**src/lst_pkg.sv**
```systemverilog
`default_nettype none

package lst_pkg;

	// field widths
	localparam int TEMP_W  = 11;
	localparam int DOY_W   = 9;
	localparam int PREC_W  = 12;
	localparam int LAI_W   = 12;
	localparam int LOOK_W  = 5;
	localparam int PSUM_W  = 16;
	localparam int DIY_W   = 9;
	localparam int PHASE_W = 2;

	// apb
	localparam int ADDR_W = 5;
	localparam int DATA_W = 32;

	// window and ramp sizing
	localparam int MAX_WINDOW_DAYS = 32;
	localparam int RAMP_DAYS       = 30;
	localparam int FILL_W          = $clog2(MAX_WINDOW_DAYS + 1);
	localparam int TREE_LVL        = $clog2(MAX_WINDOW_DAYS);
	localparam int TREE_N          = 2 ** TREE_LVL;
	localparam int RATIO_W         = $clog2(RAMP_DAYS + 1);

	// calendar
	localparam int DROOP_FROM_DAY = 182;
	localparam int NORTH_START    = 1;
	localparam int SOUTH_START    = 183;

	// divide by RAMP_DAYS as multiply by rounded-up reciprocal, exact for ratio*diff
	localparam int PROD_W      = RATIO_W + LAI_W;
	localparam int RECIP_SHIFT = 22;
	localparam int RECIP_MULT  = (2 ** RECIP_SHIFT + RAMP_DAYS - 1) / RAMP_DAYS;
	localparam int RECIP_W     = $clog2(RECIP_MULT + 1);

	// register reset values
	localparam logic [LAI_W-1:0]         LAI_MIN_RST     = 12'd0;
	localparam logic [LAI_W-1:0]         LAI_MAX_RST     = 12'd1024;
	localparam logic [LOOK_W-1:0]        WINDOW_DAYS_RST = 5'd10;
	localparam logic [PSUM_W-1:0]        PRECIP_THR_RST  = 16'd640;
	localparam logic signed [TEMP_W-1:0] TEMP_THR_RST    = 11'sd128;

	// window sentinels for entries outside the span
	localparam logic signed [TEMP_W-1:0] TEMP_HI = {1'b0, {(TEMP_W-1){1'b1}}};
	localparam logic signed [TEMP_W-1:0] TEMP_LO = {1'b1, {(TEMP_W-1){1'b0}}};

	typedef enum logic [2:0] {
		REG_LAI_MIN     = 3'd0,
		REG_LAI_MAX     = 3'd1,
		REG_WINDOW_DAYS = 3'd2,
		REG_SOUTHERN    = 3'd3,
		REG_PRECIP_THR  = 3'd4,
		REG_TEMP_THR    = 3'd5
	} reg_idx_t;

	typedef enum logic [PHASE_W-1:0] {
		PH_HELD  = 2'd0,
		PH_GROW  = 2'd1,
		PH_DROOP = 2'd2
	} phase_t;

	typedef struct packed {
		logic [LAI_W-1:0]         lai_min;
		logic [LAI_W-1:0]         lai_max;
		logic [LOOK_W-1:0]        window_days;
		logic                     southern_hemisphere;
		logic [PSUM_W-1:0]        precip_threshold;
		logic signed [TEMP_W-1:0] temp_threshold;
	} cfg_t;

	typedef struct packed {
		logic signed [TEMP_W-1:0] tmin;
		logic signed [TEMP_W-1:0] tmax;
	} win_stat_t;

endpackage

`default_nettype wire

```
**src/lst_if.sv**
```systemverilog
`default_nettype none

interface lst_day_if;
	logic                             valid;
	logic                             ready;
	logic                             series_start;
	logic [lst_pkg::DOY_W-1:0]        day_of_year;
	logic signed [lst_pkg::TEMP_W-1:0] temperature;
	logic [lst_pkg::PREC_W-1:0]       precipitation;

	modport source (output valid, series_start, day_of_year, temperature, precipitation,
		input ready);
	modport sink (input valid, series_start, day_of_year, temperature, precipitation,
		output ready);
endinterface

interface lst_lai_if;
	logic                              valid;
	logic                              ready;
	logic [lst_pkg::LAI_W-1:0]         leaf_area_index;
	logic [lst_pkg::RATIO_W-1:0]       leaf_ratio;
	logic [lst_pkg::PHASE_W-1:0]       season_phase;

	modport source (output valid, leaf_area_index, leaf_ratio, season_phase, input ready);
	modport sink (input valid, leaf_area_index, leaf_ratio, season_phase, output ready);
endinterface

`default_nettype wire

```
**src/lst_cfg.sv**
```systemverilog
`default_nettype none

module lst_cfg (
	input  wire logic                        clk,
	input  wire logic                        arst_n,
	input  wire logic                        psel,
	input  wire logic                        penable,
	input  wire logic                        pwrite,
	input  wire logic [lst_pkg::ADDR_W-1:0]  paddr,
	input  wire logic [lst_pkg::DATA_W-1:0]  pwdata,
	output logic      [lst_pkg::DATA_W-1:0]  prdata,
	output logic                             pready,
	output lst_pkg::cfg_t                    cfg
);
	import lst_pkg::*;

	cfg_t     cfg_q;
	logic     wr_en;
	reg_idx_t idx;

	assign pready = 1'b1;
	assign wr_en  = psel && penable && pwrite;
	assign idx    = reg_idx_t'(paddr[ADDR_W-1:2]);
	assign cfg    = cfg_q;

	always_ff @(posedge clk or negedge arst_n) begin
		if (!arst_n) begin
			cfg_q.lai_min             <= LAI_MIN_RST;
			cfg_q.lai_max             <= LAI_MAX_RST;
			cfg_q.window_days         <= WINDOW_DAYS_RST;
			cfg_q.southern_hemisphere <= 1'b0;
			cfg_q.precip_threshold    <= PRECIP_THR_RST;
			cfg_q.temp_threshold      <= TEMP_THR_RST;
		end else if (wr_en) begin
			case (idx)
				REG_LAI_MIN:     cfg_q.lai_min             <= pwdata[LAI_W-1:0];
				REG_LAI_MAX:     cfg_q.lai_max             <= pwdata[LAI_W-1:0];
				REG_WINDOW_DAYS: cfg_q.window_days         <= pwdata[LOOK_W-1:0];
				REG_SOUTHERN:    cfg_q.southern_hemisphere <= pwdata[0];
				REG_PRECIP_THR:  cfg_q.precip_threshold    <= pwdata[PSUM_W-1:0];
				REG_TEMP_THR:    cfg_q.temp_threshold      <= pwdata[TEMP_W-1:0];
				default: ;
			endcase
		end
	end

	always_comb begin
		prdata = '0;
		case (idx)
			REG_LAI_MIN:     prdata = DATA_W'(cfg_q.lai_min);
			REG_LAI_MAX:     prdata = DATA_W'(cfg_q.lai_max);
			REG_WINDOW_DAYS: prdata = DATA_W'(cfg_q.window_days);
			REG_SOUTHERN:    prdata = DATA_W'(cfg_q.southern_hemisphere);
			REG_PRECIP_THR:  prdata = DATA_W'(cfg_q.precip_threshold);
			REG_TEMP_THR:    prdata = DATA_W'($unsigned(cfg_q.temp_threshold));
			default:         prdata = '0;
		endcase
	end

endmodule

`default_nettype wire

```
**src/lst_window.sv**
```systemverilog
`default_nettype none

module lst_window (
	input  wire logic                              clk,
	input  wire logic                              arst_n,
	input  wire logic                              take,
	input  wire logic                              series_start,
	input  wire logic signed [lst_pkg::TEMP_W-1:0] temperature,
	input  wire logic [lst_pkg::LOOK_W-1:0]        window_days,
	output lst_pkg::win_stat_t                     stat
);
	import lst_pkg::*;

	logic signed [TEMP_W-1:0] taps_q [MAX_WINDOW_DAYS];
	logic signed [TEMP_W-1:0] taps_n [MAX_WINDOW_DAYS];
	logic [FILL_W-1:0]        fill_q;
	logic [FILL_W-1:0]        fill_base;
	logic [FILL_W-1:0]        fill_n;
	logic [FILL_W-1:0]        look;
	logic [FILL_W-1:0]        span;
	logic signed [TEMP_W-1:0] lo [TREE_LVL+1][TREE_N];
	logic signed [TEMP_W-1:0] hi [TREE_LVL+1][TREE_N];

	always_comb begin
		taps_n[0] = temperature;
		for (int i = 1; i < MAX_WINDOW_DAYS; i++) begin
			taps_n[i] = taps_q[i-1];
		end
	end

	// series start empties the window before today enters
	assign fill_base = series_start ? '0 : fill_q;
	assign fill_n    = (fill_base == FILL_W'(MAX_WINDOW_DAYS)) ? fill_base
		: fill_base + 1'b1;

	always_comb begin
		if (int'(window_days) > MAX_WINDOW_DAYS - 1) begin
			look = FILL_W'(MAX_WINDOW_DAYS - 1);
		end else begin
			look = FILL_W'(window_days);
		end
		span = (look + 1'b1 > fill_n) ? fill_n : look + 1'b1;
	end

	// min/max tree, entries past the span read as neutral sentinels
	always_comb begin
		lo = '{default: '0};
		hi = '{default: '0};
		for (int i = 0; i < TREE_N; i++) begin
			if (i < MAX_WINDOW_DAYS && i < int'(span)) begin
				lo[0][i] = taps_n[i];
				hi[0][i] = taps_n[i];
			end else begin
				lo[0][i] = TEMP_HI;
				hi[0][i] = TEMP_LO;
			end
		end
		for (int l = 1; l <= TREE_LVL; l++) begin
			for (int j = 0; j < (TREE_N >> l); j++) begin
				lo[l][j] = (lo[l-1][2*j+1] < lo[l-1][2*j]) ? lo[l-1][2*j+1] : lo[l-1][2*j];
				hi[l][j] = (hi[l-1][2*j+1] > hi[l-1][2*j]) ? hi[l-1][2*j+1] : hi[l-1][2*j];
			end
		end
	end

	assign stat.tmin = lo[TREE_LVL][0];
	assign stat.tmax = hi[TREE_LVL][0];

	always_ff @(posedge clk or negedge arst_n) begin
		if (!arst_n) begin
			fill_q <= '0;
		end else if (take) begin
			fill_q <= fill_n;
		end
	end

	always_ff @(posedge clk) begin
		if (take) begin
			taps_q <= taps_n;
		end
	end

endmodule

`default_nettype wire

```
**src/lst_season.sv**
```systemverilog
`default_nettype none

module lst_season (
	input  wire logic                         clk,
	input  wire logic                         arst_n,
	input  wire logic                         take,
	input  wire logic                         series_start,
	input  wire logic [lst_pkg::DOY_W-1:0]    day_of_year,
	input  wire logic [lst_pkg::PREC_W-1:0]   precipitation,
	input  wire lst_pkg::win_stat_t           stat,
	input  wire lst_pkg::cfg_t                cfg,
	output logic      [lst_pkg::RATIO_W-1:0]  ratio,
	output lst_pkg::phase_t                   phase
);
	import lst_pkg::*;

	logic               ya_q, grown_q, drooped_q;
	logic [DIY_W-1:0]   diy_q;
	logic [PSUM_W-1:0]  psum_q;
	logic [RATIO_W-1:0] gc_q, dc_q, held_q;

	logic               ya, grown, drooped;
	logic [DIY_W-1:0]   diy;
	logic [PSUM_W-1:0]  psum;
	logic [PSUM_W:0]    psum_wide;
	logic [RATIO_W-1:0] gc, dc;
	logic [RATIO_W:0]   gc_inc;
	logic               year_start, grow_now, droop_now;

	assign year_start = day_of_year == (cfg.southern_hemisphere ? DOY_W'(SOUTH_START)
		: DOY_W'(NORTH_START));

	always_comb begin
		ya        = series_start ? 1'b0 : ya_q;
		grown     = series_start ? 1'b0 : grown_q;
		drooped   = series_start ? 1'b0 : drooped_q;
		diy       = series_start ? '0 : diy_q;
		psum      = series_start ? '0 : psum_q;
		gc        = series_start ? '0 : gc_q;
		dc        = series_start ? '0 : dc_q;
		grow_now  = 1'b0;
		droop_now = 1'b0;
		psum_wide = '0;
		gc_inc    = '0;

		if (year_start) begin
			ya      = 1'b1;
			diy     = '0;
			psum    = '0;
			grown   = 1'b0;
			drooped = 1'b0;
			gc      = '0;
			dc      = '0;
		end else if (ya && diy != '1) begin
			diy = diy + 1'b1;
		end

		if (ya) begin
			psum_wide = {1'b0, psum} + (PSUM_W+1)'(precipitation);
			psum      = psum_wide[PSUM_W] ? '1 : psum_wide[PSUM_W-1:0];
			if (grown && gc < RATIO_W'(RAMP_DAYS)) gc = gc + 1'b1;
			if (drooped && dc < RATIO_W'(RAMP_DAYS)) dc = dc + 1'b1;
			droop_now = !drooped && diy >= DIY_W'(DROOP_FROM_DAY)
				&& $signed(stat.tmax) < $signed(cfg.temp_threshold);
			grow_now  = !grown && !drooped && psum > cfg.precip_threshold
				&& $signed(stat.tmin) > $signed(cfg.temp_threshold);
			if (droop_now) begin
				drooped = 1'b1;
				dc      = '0;
			end
			if (grow_now) begin
				grown = 1'b1;
				gc    = '0;
			end
		end

		// droop wins over growth
		if (ya && drooped) begin
			ratio = RATIO_W'(RAMP_DAYS) - ((dc < RATIO_W'(RAMP_DAYS)) ? dc : RATIO_W'(RAMP_DAYS));
			phase = PH_DROOP;
		end else if (ya && grown) begin
			gc_inc = {1'b0, gc} + 1'b1;
			ratio  = (gc_inc > (RATIO_W+1)'(RAMP_DAYS)) ? RATIO_W'(RAMP_DAYS)
				: gc_inc[RATIO_W-1:0];
			phase  = PH_GROW;
		end else begin
			ratio = series_start ? '0 : held_q;
			phase = PH_HELD;
		end
	end

	always_ff @(posedge clk or negedge arst_n) begin
		if (!arst_n) begin
			ya_q      <= 1'b0;
			grown_q   <= 1'b0;
			drooped_q <= 1'b0;
			diy_q     <= '0;
			psum_q    <= '0;
			gc_q      <= '0;
			dc_q      <= '0;
			held_q    <= '0;
		end else if (take) begin
			ya_q      <= ya;
			grown_q   <= grown;
			drooped_q <= drooped;
			diy_q     <= diy;
			psum_q    <= psum;
			gc_q      <= gc;
			dc_q      <= dc;
			held_q    <= ratio;
		end
	end

endmodule

`default_nettype wire

```
**src/lst_scale.sv**
```systemverilog
`default_nettype none

module lst_scale (
	input  wire logic                         clk,
	input  wire logic                         load_s2,
	input  wire logic                         load_s3,
	input  wire logic [lst_pkg::RATIO_W-1:0]  ratio,
	input  wire lst_pkg::phase_t              phase,
	input  wire lst_pkg::cfg_t                cfg,
	output logic      [lst_pkg::LAI_W-1:0]    leaf_area_index,
	output logic      [lst_pkg::RATIO_W-1:0]  leaf_ratio,
	output lst_pkg::phase_t                   season_phase
);
	import lst_pkg::*;

	logic                        up;
	logic [LAI_W-1:0]            diff;
	logic [PROD_W-1:0]           prod_s2;
	logic [RATIO_W-1:0]          ratio_s2, ratio_s3;
	phase_t                      phase_s2, phase_s3;
	logic [PROD_W+RECIP_W-1:0]   recip_prod;
	logic [LAI_W-1:0]            quot;
	logic [LAI_W-1:0]            lai_s3;

	// reversed limits move from lai_min down toward lai_max
	assign up   = cfg.lai_max >= cfg.lai_min;
	assign diff = up ? cfg.lai_max - cfg.lai_min : cfg.lai_min - cfg.lai_max;

	assign recip_prod = (PROD_W+RECIP_W)'(prod_s2) * (PROD_W+RECIP_W)'(RECIP_MULT);
	assign quot       = recip_prod[RECIP_SHIFT +: LAI_W];

	always_ff @(posedge clk) begin
		if (load_s2) begin
			prod_s2  <= PROD_W'(ratio) * PROD_W'(diff);
			ratio_s2 <= ratio;
			phase_s2 <= phase;
		end
		if (load_s3) begin
			lai_s3   <= up ? cfg.lai_min + quot : cfg.lai_min - quot;
			ratio_s3 <= ratio_s2;
			phase_s3 <= phase_s2;
		end
	end

	assign leaf_area_index = lai_s3;
	assign leaf_ratio      = ratio_s3;
	assign season_phase    = phase_s3;

endmodule

`default_nettype wire

```
**src/leaf_area_season_tracker.sv**
```systemverilog
// channel   dir  handshake     payload
// day_in    in   valid/ready   series_start, day_of_year, temperature, precipitation
// lai_out   out  valid/ready   leaf_area_index, leaf_ratio, season_phase
// apb       in   psel/penable  paddr, pwdata -> prdata, pready tied high
//
// one item per cycle unless lai_out stalls; a result passes the input, product and
// output registers; window and season state update from the input register, so
// that loop sets the rate; the lai scaling multiplies run in two further stages
// reset clears the window fill, the season state and all valid bits at once
// the three stages stall together only where full; ready drops when all are full
// and the output is not taken
`default_nettype none

module leaf_area_season_tracker (
	input  wire logic                        clk,
	input  wire logic                        arst_n,
	lst_day_if.sink                          day_in,
	lst_lai_if.source                        lai_out,
	input  wire logic                        psel,
	input  wire logic                        penable,
	input  wire logic                        pwrite,
	input  wire logic [lst_pkg::ADDR_W-1:0]  paddr,
	input  wire logic [lst_pkg::DATA_W-1:0]  pwdata,
	output logic      [lst_pkg::DATA_W-1:0]  prdata,
	output logic                             pready
);
	import lst_pkg::*;

	cfg_t                     cfg;
	win_stat_t                stat;
	logic                     v_s1, v_s2, v_s3;
	logic                     adv1, adv2, adv3;
	logic                     take;
	logic                     ss_s1;
	logic [DOY_W-1:0]         doy_s1;
	logic signed [TEMP_W-1:0] temp_s1;
	logic [PREC_W-1:0]        prec_s1;
	logic [RATIO_W-1:0]       ratio;
	phase_t                   phase;
	phase_t                   phase_out;

	assign adv3 = !v_s3 || lai_out.ready;
	assign adv2 = !v_s2 || adv3;
	assign adv1 = !v_s1 || adv2;
	assign take = v_s1 && adv2;

	assign day_in.ready  = adv1;
	assign lai_out.valid = v_s3;
	assign lai_out.season_phase = phase_out;

	always_ff @(posedge clk or negedge arst_n) begin
		if (!arst_n) begin
			v_s1 <= 1'b0;
			v_s2 <= 1'b0;
			v_s3 <= 1'b0;
		end else begin
			if (adv1) v_s1 <= day_in.valid;
			if (adv2) v_s2 <= v_s1;
			if (adv3) v_s3 <= v_s2;
		end
	end

	always_ff @(posedge clk) begin
		if (adv1) begin
			ss_s1   <= day_in.series_start;
			doy_s1  <= day_in.day_of_year;
			temp_s1 <= day_in.temperature;
			prec_s1 <= day_in.precipitation;
		end
	end

	lst_cfg u_cfg (
		.clk     (clk),
		.arst_n  (arst_n),
		.psel    (psel),
		.penable (penable),
		.pwrite  (pwrite),
		.paddr   (paddr),
		.pwdata  (pwdata),
		.prdata  (prdata),
		.pready  (pready),
		.cfg     (cfg)
	);

	lst_window u_window (
		.clk          (clk),
		.arst_n       (arst_n),
		.take         (take),
		.series_start (ss_s1),
		.temperature  (temp_s1),
		.window_days  (cfg.window_days),
		.stat         (stat)
	);

	lst_season u_season (
		.clk           (clk),
		.arst_n        (arst_n),
		.take          (take),
		.series_start  (ss_s1),
		.day_of_year   (doy_s1),
		.precipitation (prec_s1),
		.stat          (stat),
		.cfg           (cfg),
		.ratio         (ratio),
		.phase         (phase)
	);

	lst_scale u_scale (
		.clk             (clk),
		.load_s2         (adv2),
		.load_s3         (adv3),
		.ratio           (ratio),
		.phase           (phase),
		.cfg             (cfg),
		.leaf_area_index (lai_out.leaf_area_index),
		.leaf_ratio      (lai_out.leaf_ratio),
		.season_phase    (phase_out)
	);

	a_ratio_range: assert property (@(posedge clk) disable iff (!arst_n)
		lai_out.valid |-> lai_out.leaf_ratio <= RATIO_W'(RAMP_DAYS))
		else $error("leaf ratio above ramp length");

	a_grow_nonzero: assert property (@(posedge clk) disable iff (!arst_n)
		lai_out.valid && lai_out.season_phase == PH_GROW |-> lai_out.leaf_ratio != '0)
		else $error("growing phase with zero ratio");

	a_lai_bounds: assert property (@(posedge clk) disable iff (!arst_n)
		lai_out.valid && cfg.lai_max >= cfg.lai_min |->
		lai_out.leaf_area_index >= cfg.lai_min && lai_out.leaf_area_index <= cfg.lai_max)
		else $error("leaf area index outside limits");

	a_accept_fills_s1: assert property (@(posedge clk) disable iff (!arst_n)
		day_in.valid && day_in.ready |=> v_s1)
		else $error("accepted item lost before input stage");

	a_full_stall: assert property (@(posedge clk) disable iff (!arst_n)
		v_s1 && v_s2 && v_s3 && !lai_out.ready |-> !day_in.ready)
		else $error("ready high with full pipeline stalled");

endmodule

`default_nettype wire

```
**src/flat_wrapper.sv**
```systemverilog
// flat-port wrapper written by rule: the top's interface ports become plain ports
module leaf_area_season_tracker_flat import lst_pkg::*;
  (clk, arst_n, psel, penable, pwrite, paddr, pwdata, prdata, pready, day_in_valid, day_in_series_start, day_in_day_of_year, day_in_temperature, day_in_precipitation, day_in_ready, lai_out_valid, lai_out_leaf_area_index, lai_out_leaf_ratio, lai_out_season_phase, lai_out_ready);
  lst_day_if day_in_i ();
  lst_lai_if lai_out_i ();
  input  wire logic clk;
  input  wire logic arst_n;
  input  wire logic psel;
  input  wire logic penable;
  input  wire logic pwrite;
  input  wire logic [lst_pkg::ADDR_W-1:0] paddr;
  input  wire logic [lst_pkg::DATA_W-1:0] pwdata;
  output logic      [lst_pkg::DATA_W-1:0] prdata;
  output logic pready;
  input wire logic [$bits(day_in_i.valid)-1:0] day_in_valid;
  input wire logic [$bits(day_in_i.series_start)-1:0] day_in_series_start;
  input wire logic [$bits(day_in_i.day_of_year)-1:0] day_in_day_of_year;
  input wire logic [$bits(day_in_i.temperature)-1:0] day_in_temperature;
  input wire logic [$bits(day_in_i.precipitation)-1:0] day_in_precipitation;
  output wire logic [$bits(day_in_i.ready)-1:0] day_in_ready;
  output wire logic [$bits(lai_out_i.valid)-1:0] lai_out_valid;
  output wire logic [$bits(lai_out_i.leaf_area_index)-1:0] lai_out_leaf_area_index;
  output wire logic [$bits(lai_out_i.leaf_ratio)-1:0] lai_out_leaf_ratio;
  output wire logic [$bits(lai_out_i.season_phase)-1:0] lai_out_season_phase;
  input wire logic [$bits(lai_out_i.ready)-1:0] lai_out_ready;
  assign day_in_i.valid = day_in_valid;
  assign day_in_i.series_start = day_in_series_start;
  assign day_in_i.day_of_year = day_in_day_of_year;
  assign day_in_i.temperature = day_in_temperature;
  assign day_in_i.precipitation = day_in_precipitation;
  assign day_in_ready = day_in_i.ready;
  assign lai_out_valid = lai_out_i.valid;
  assign lai_out_leaf_area_index = lai_out_i.leaf_area_index;
  assign lai_out_leaf_ratio = lai_out_i.leaf_ratio;
  assign lai_out_season_phase = lai_out_i.season_phase;
  assign lai_out_i.ready = lai_out_ready;
  leaf_area_season_tracker u_core (.clk(clk), .arst_n(arst_n), .day_in(day_in_i), .lai_out(lai_out_i), .psel(psel), .penable(penable), .pwrite(pwrite), .paddr(paddr), .pwdata(pwdata), .prdata(prdata), .pready(pready));
endmodule
```
**config.mk**
```make
export PLATFORM = sky130hd
export DESIGN_NAME = leaf_area_season_tracker_flat
export DESIGN_NICKNAME = d
export VERILOG_FILES = /design/src/lst_pkg.sv /design/src/lst_if.sv /design/src/lst_cfg.sv /design/src/lst_window.sv /design/src/lst_season.sv /design/src/lst_scale.sv /design/src/leaf_area_season_tracker.sv /design/src/flat_wrapper.sv
export SDC_FILE = /design/constraint.sdc
export NUM_CORES = 2
export LEC_CHECK = 0
export ABC_AREA = 1
export BUFFER_PORTS_ARGS = -buffer_cell sky130_fd_sc_hd__clkbuf_2
export CORE_ASPECT_RATIO = 2
export CORE_MARGIN = 1.5
export CORE_UTILIZATION = 59
export CTS_CLUSTER_SIZE = 16
export DETAILED_ROUTE_END_ITERATION = 12
export PLACE_DENSITY = 0.88
export RECOVER_POWER = 25
export SKIP_LAST_GASP = 1
export SYNTH_ARGS = -nofsm -noshare
export SYNTH_HDL_FRONTEND = slang
export SYNTH_SLANG_ARGS = --single-unit
```
**constraint.sdc**
```tcl
create_clock -name clk -period 16.4 [get_ports clk]
set_input_delay 0.82 -clock clk [delete_from_list [all_inputs] [get_ports clk]]
set_output_delay 0.82 -clock clk [all_outputs]
set_load 0.01 [all_outputs]
```
==> impl_metrics.tcl, run 1 <==
set metrics [dict create \
    yosys.area_share.simple 0.246 \
    io_buffer_count 95 \
    grt_max_degree 112 \
    dp_cells 9680 \
    routabilityCongestion 1.12 \
    synth-seq-cells 526 \
    ys_top_cells_by_area "edfxtp_1, ha_1, nand2_1" \
    netlist_instances 7068 \
    seq_area_frac_synth 0.288 \
    synth_edf_count 417 \
    synth_top_area_frac 0.237 \
    grt_pass1_wl_um 625000 \
    overflow 2192 \
    synth_adder_area_share 0.226 \
    cts_buffer_depth 3 \
    yosys-top-cells-count "nand2_1, ha_1, o21ai_0" \
    cts.sinks 526 \
    status "aborted with a tool error" \
    synth_compound_area_frac 0.146 \
    synthesis.area_mm2 0.0529 \
    rows 155 \
    dp_slack_ns -2.52 \
    htree_levels 2 \
    yosys.cell_count.top_type "nand2_1" \
    initial_core_util 0.595 \
    synthMuxAreaShare 0.000213 \
    hpwl_um 161000 \
    die_h_um 427 \
    lastStage "global routing" \
    grt_pass1_vias 89500 \
    yosys_warnings 0 \
    numCtsBuffers 49 \
    synth_cell_types 75 \
    num_io_pins 131 \
    synth-async-reset-ratio 0.207 \
    synthFlopType "edfxtp_1" \
    clock-root-buffer "clkbuf_16" \
    die_w_um 215 \
    synthXorXnorAreaFrac 0.0170 \
    synth_top_family_by_area "simple AND/OR/NAND/NOR gates" \
    synth.avg_cell_area_um2 7.49 \
    toolErrorMsg "[ERROR GRT-0116] Global routing finished with congestion. Check the congestion regions in the DRC Viewer." \
    yosys.area.top_type "edfxtp_1" \
    track_usage 0.888 \
    ctsHoldBuffers 0 \
]
[what timing repair did]
action / in CTS
pin swaps: 298
buffers inserted: 197
gates resized for setup: 1065
cloned: 45
setup endpoints to repair: 16
[logic make-up after synthesis]
family | count (synthesis)
adder cells (fa/ha/maj) | 913
other | 2
XOR/XNOR | 103
multiplexers | 1
flip-flops | 526
AND/OR/NAND/NOR | 3071
AO/OA/AOI/OAI | 1417
buffers and inverters | 1035
[per-stage QoR]
step	TNS, ns	instance area [um2]	hold slack (ns)
4_1_cts	-6.26	73300	0.144
3_5_place_dp	-25.68	66200	0.410
3_3_place_gp	-11.29	66200	0.403
2_1_floorplan	-0.106	53700	0.400
[per-layer routing]
metal | GRT usage | overflow
met5 | 0.561 | 7
met4 | 0.956 | 673
met3 | 0.800 | 97
met2 | 1.02 | 1340
met1 | 0.830 | 75
==> run 2, diff against run 1 <==
--- a/config.mk
+++ b/config.mk
@@ -7,12 +7,10 @@
 export LEC_CHECK = 0
 export ABC_AREA = 1
 export BUFFER_PORTS_ARGS = -buffer_cell sky130_fd_sc_hd__clkbuf_2
-export CORE_ASPECT_RATIO = 2
 export CORE_MARGIN = 1.5
-export CORE_UTILIZATION = 59
-export CTS_CLUSTER_SIZE = 16
+export CORE_UTILIZATION = 40
 export DETAILED_ROUTE_END_ITERATION = 12
-export PLACE_DENSITY = 0.88
+export PLACE_DENSITY_LB_ADDON = 0.15
 export RECOVER_POWER = 25
 export SKIP_LAST_GASP = 1
 export SYNTH_ARGS = -nofsm -noshare
==> constraint.sdc (replaced) <==
create_clock -name clk -period 21.3 [get_ports clk]
set_input_delay 1.065 -clock clk [delete_from_list [all_inputs] [get_ports clk]]
set_output_delay 1.065 -clock clk [all_outputs]
set_load 0.01 [all_outputs]
==> impl_metrics.tcl, run 2 <==
set metrics [dict create \
    worst_path_max_delay_cell "fa_1" \
    grt_use_met2 0.366 \
    wl_um 153000 \
    routabilityCongestion 0.916 \
    most-common-layout-cells "nand2_1, ha_1, inv_1" \
    vias 46700 \
    dr.pass1.iters 6 \
    cpMostUsedCell "nand2_1" \
    fin_nets 8129 \
    syn_to_final_growth_pct 10.2 \
    seq_area_frac_synth 0.288 \
    finalHoldViolCount 0 \
    htree_levels 3 \
    crit_arrival_ns 19.96 \
    yosys-top-cells-count "nand2_1, ha_1, o21ai_0" \
    drc 0 \
    crit_path_end_kind "flip-flop" \
    cts_tree "yes" \
    synth-seq-cells 526 \
    setup.worst_path.class "flip-flop to flip-flop" \
    yosys.cell_count.top_type "nand2_1" \
    largest_reg_flops 341 \
    slew_headroom 0.232 \
    ys_top_cells_by_area "edfxtp_1, ha_1, nand2_1" \
    yosys.area.top_type "edfxtp_1" \
    clk_latency_ns 0.71 \
    viasPerCell 5.22 \
    clk_pin_slew_worst_paths_ns 0.06 \
    overflow 0 \
    stdcell_count 8954 \
    wl_per_cell_um 17.1 \
    synth_top_area_frac 0.237 \
    hold_class "primary input to asynchronous set/reset pin" \
    post_route_cells_drive_above_1_share 0.0785 \
    grt_max_degree 132 \
    setup_viol 0 \
    fin_tns_setup_ns 0 \
    status "complete, no violations" \
    num_io_pins 131 \
    max_cap_violations 0 \
    drtAntennaViolNets 0 \
    track_usage 0.224 \
    drt_iter0_markers 3354 \
    rows 133 \
    dp_cells 8812 \
    yosys_warnings 0 \
    coreArea_mm2 0.131 \
    die_w_um 367 \
    netlist_instances 7068 \
    min_period_ns 19.54 \
    numCtsBuffers 72 \
    synthesis.area_mm2 0.0529 \
    hpwl_um 124000 \
    cts.sinks 526 \
    clock-root-buffer "clkbuf_16" \
    critPathMaxFanout 27 \
    cp_slowest_stage_delay_ns 0.52 \
    met1_usage 0.313 \
    drv_slew 0 \
    use_met3 0.0277 \
    grt_pass1_wl_um 240000 \
    max_freq_ghz 0.0512 \
    synth_cell_types 75 \
    synth-async-reset-ratio 0.207 \
    synthFlopType "edfxtp_1" \
    cts_buffer_depth 3 \
    worst_slew_pin_slew_ns 1.15 \
    finalCritPeriodShare 0.917 \
    die_area_mm2 0.134 \
    grt_pass1_vias 43400 \
    whs_ns 0.407 \
    start_kind "flip-flop" \
    io_buffer_count 95 \
    synth.avg_cell_area_um2 7.49 \
    layout_commonest_cell "nand2_1" \
    synth_edf_count 417 \
    antenna_found_initial 5 \
    die_h_um 367 \
    busiest_layer "met2" \
    cp.required_ns 21.72 \
    initial_core_util 0.403 \
    clock_skew_ns 0.0408 \
]
==> run 2: cell counts after synthesis <==
No cell type changed its count.
==> run 2: repair_timing <==
| item | CTS | global route |
|---|---|---|
| setup endpoints to repair | 0 | 12 |
| hold buffers | 0 | 0 |
| buffers inserted | 0 | 4 |
| gates resized for setup | 0 | 104 |
==> run 2: path summary, 6_finish.rpt <==
path | slack (ns) | cells after the start | end | startpoint
max in group asynchronous | 19.52 | 2 | u_core.u_cfg.cfg[38]$_DFFE_PN0P_ | arst_n
hold reg to reg | 0.42 | 0 | u_core.u_scale.leaf_ratio[1]$_DFFE_PP_ | u_core.u_scale.ratio_s2[1]$_DFFE_PP_
setup reg to reg | 1.76 | 106 | u_core.u_scale.prod_s2[16]$_DFFE_PP_ | u_core.ss_s1$_DFFE_PP_
min in group clk | 0.42 | 0 | u_core.u_scale.leaf_ratio[1]$_DFFE_PP_ | u_core.u_scale.ratio_s2[1]$_DFFE_PP_
setup / recovery | 1.76 | 106 | u_core.u_scale.prod_s2[16]$_DFFE_PP_ | u_core.ss_s1$_DFFE_PP_
hold / removal | 0.41 | 1 | u_core.u_cfg.cfg[26]$_DFFE_PN0P_ | arst_n
==> run 2: logic make-up (layout without fill, tap and decap cells) <==
| logic type | count (synthesis) | count (layout) | share of synthesized area |
|---|---|---|---|
| compound gates | 1417 | 1418 | 0.146 |
| xor+xnor | 103 | 103 | 0.0170 |
| fa+ha+maj | 913 | 913 | 0.226 |
| buf+inv | 1035 | 1148 | 0.0773 |
| flops | 526 | 526 | 0.288 |
| mux | 1 | 1 | 0.000213 |
| other cells | 2 | 18 | 0.000142 |
| simple gates | 3071 | 3072 | 0.246 |
==> run 2: worst max-delay path: cells and delay by family (launching register included) <==
family / cells / cell delay, ns
adders and majority gates: 13 / 4.45
AOI/OAI and AO/OA: 31 / 5.28
buffers and inverters: 13 / 2.53
DFF: 1 / 0.36
xor gates and xnor gates: 6 / 1.21
and+or+nand+nor: 43 / 5.36
==> run 2: per-stage QoR <==
stage | utilization | worst slack, ns | cell area, um2
final | 0.444 | 1.76 | 58300
after global routing | 0.444 | -0.0896 | 58300
after CTS | 0.443 | 0.930 | 58100
after detailed placement | 0.422 | 1.03 | 55500
after global placement | 0.422 | 1.13 | 55500
after floorplan | - | 3.15 | 53000
==> run 2: routing by layer <==
metal | vias to the layer above | routed length [um] | part of all wire
met5 | - | 34 | 0.00022
met4 | 6 | 3810 | 0.025
met3 | 178 | 7080 | 0.046
met2 | 949 | 69500 | 0.45
met1 | 21600 | 72800 | 0.48
li1 | 24000 | - | -
==> run 2: final cells by class <==
type                            count  area (um2)
Multi-Input combinational cell   5524       33800
Tap cell                         1755        2200
Clock buffer                       82        1840
Antenna cell                        1        2.50
Timing Repair Buffer              212        1350
Timing Repair inverter              2        15.0
Clock inverter                     51         821
Fill cell                       13200       73000
Inverter                          801        3050
Sequential cell                   526       15300
Power of run 2 is left out: the tool's default activity adds up to more than one toggle a clock period on the data nets, which glitch-free logic cannot reach.
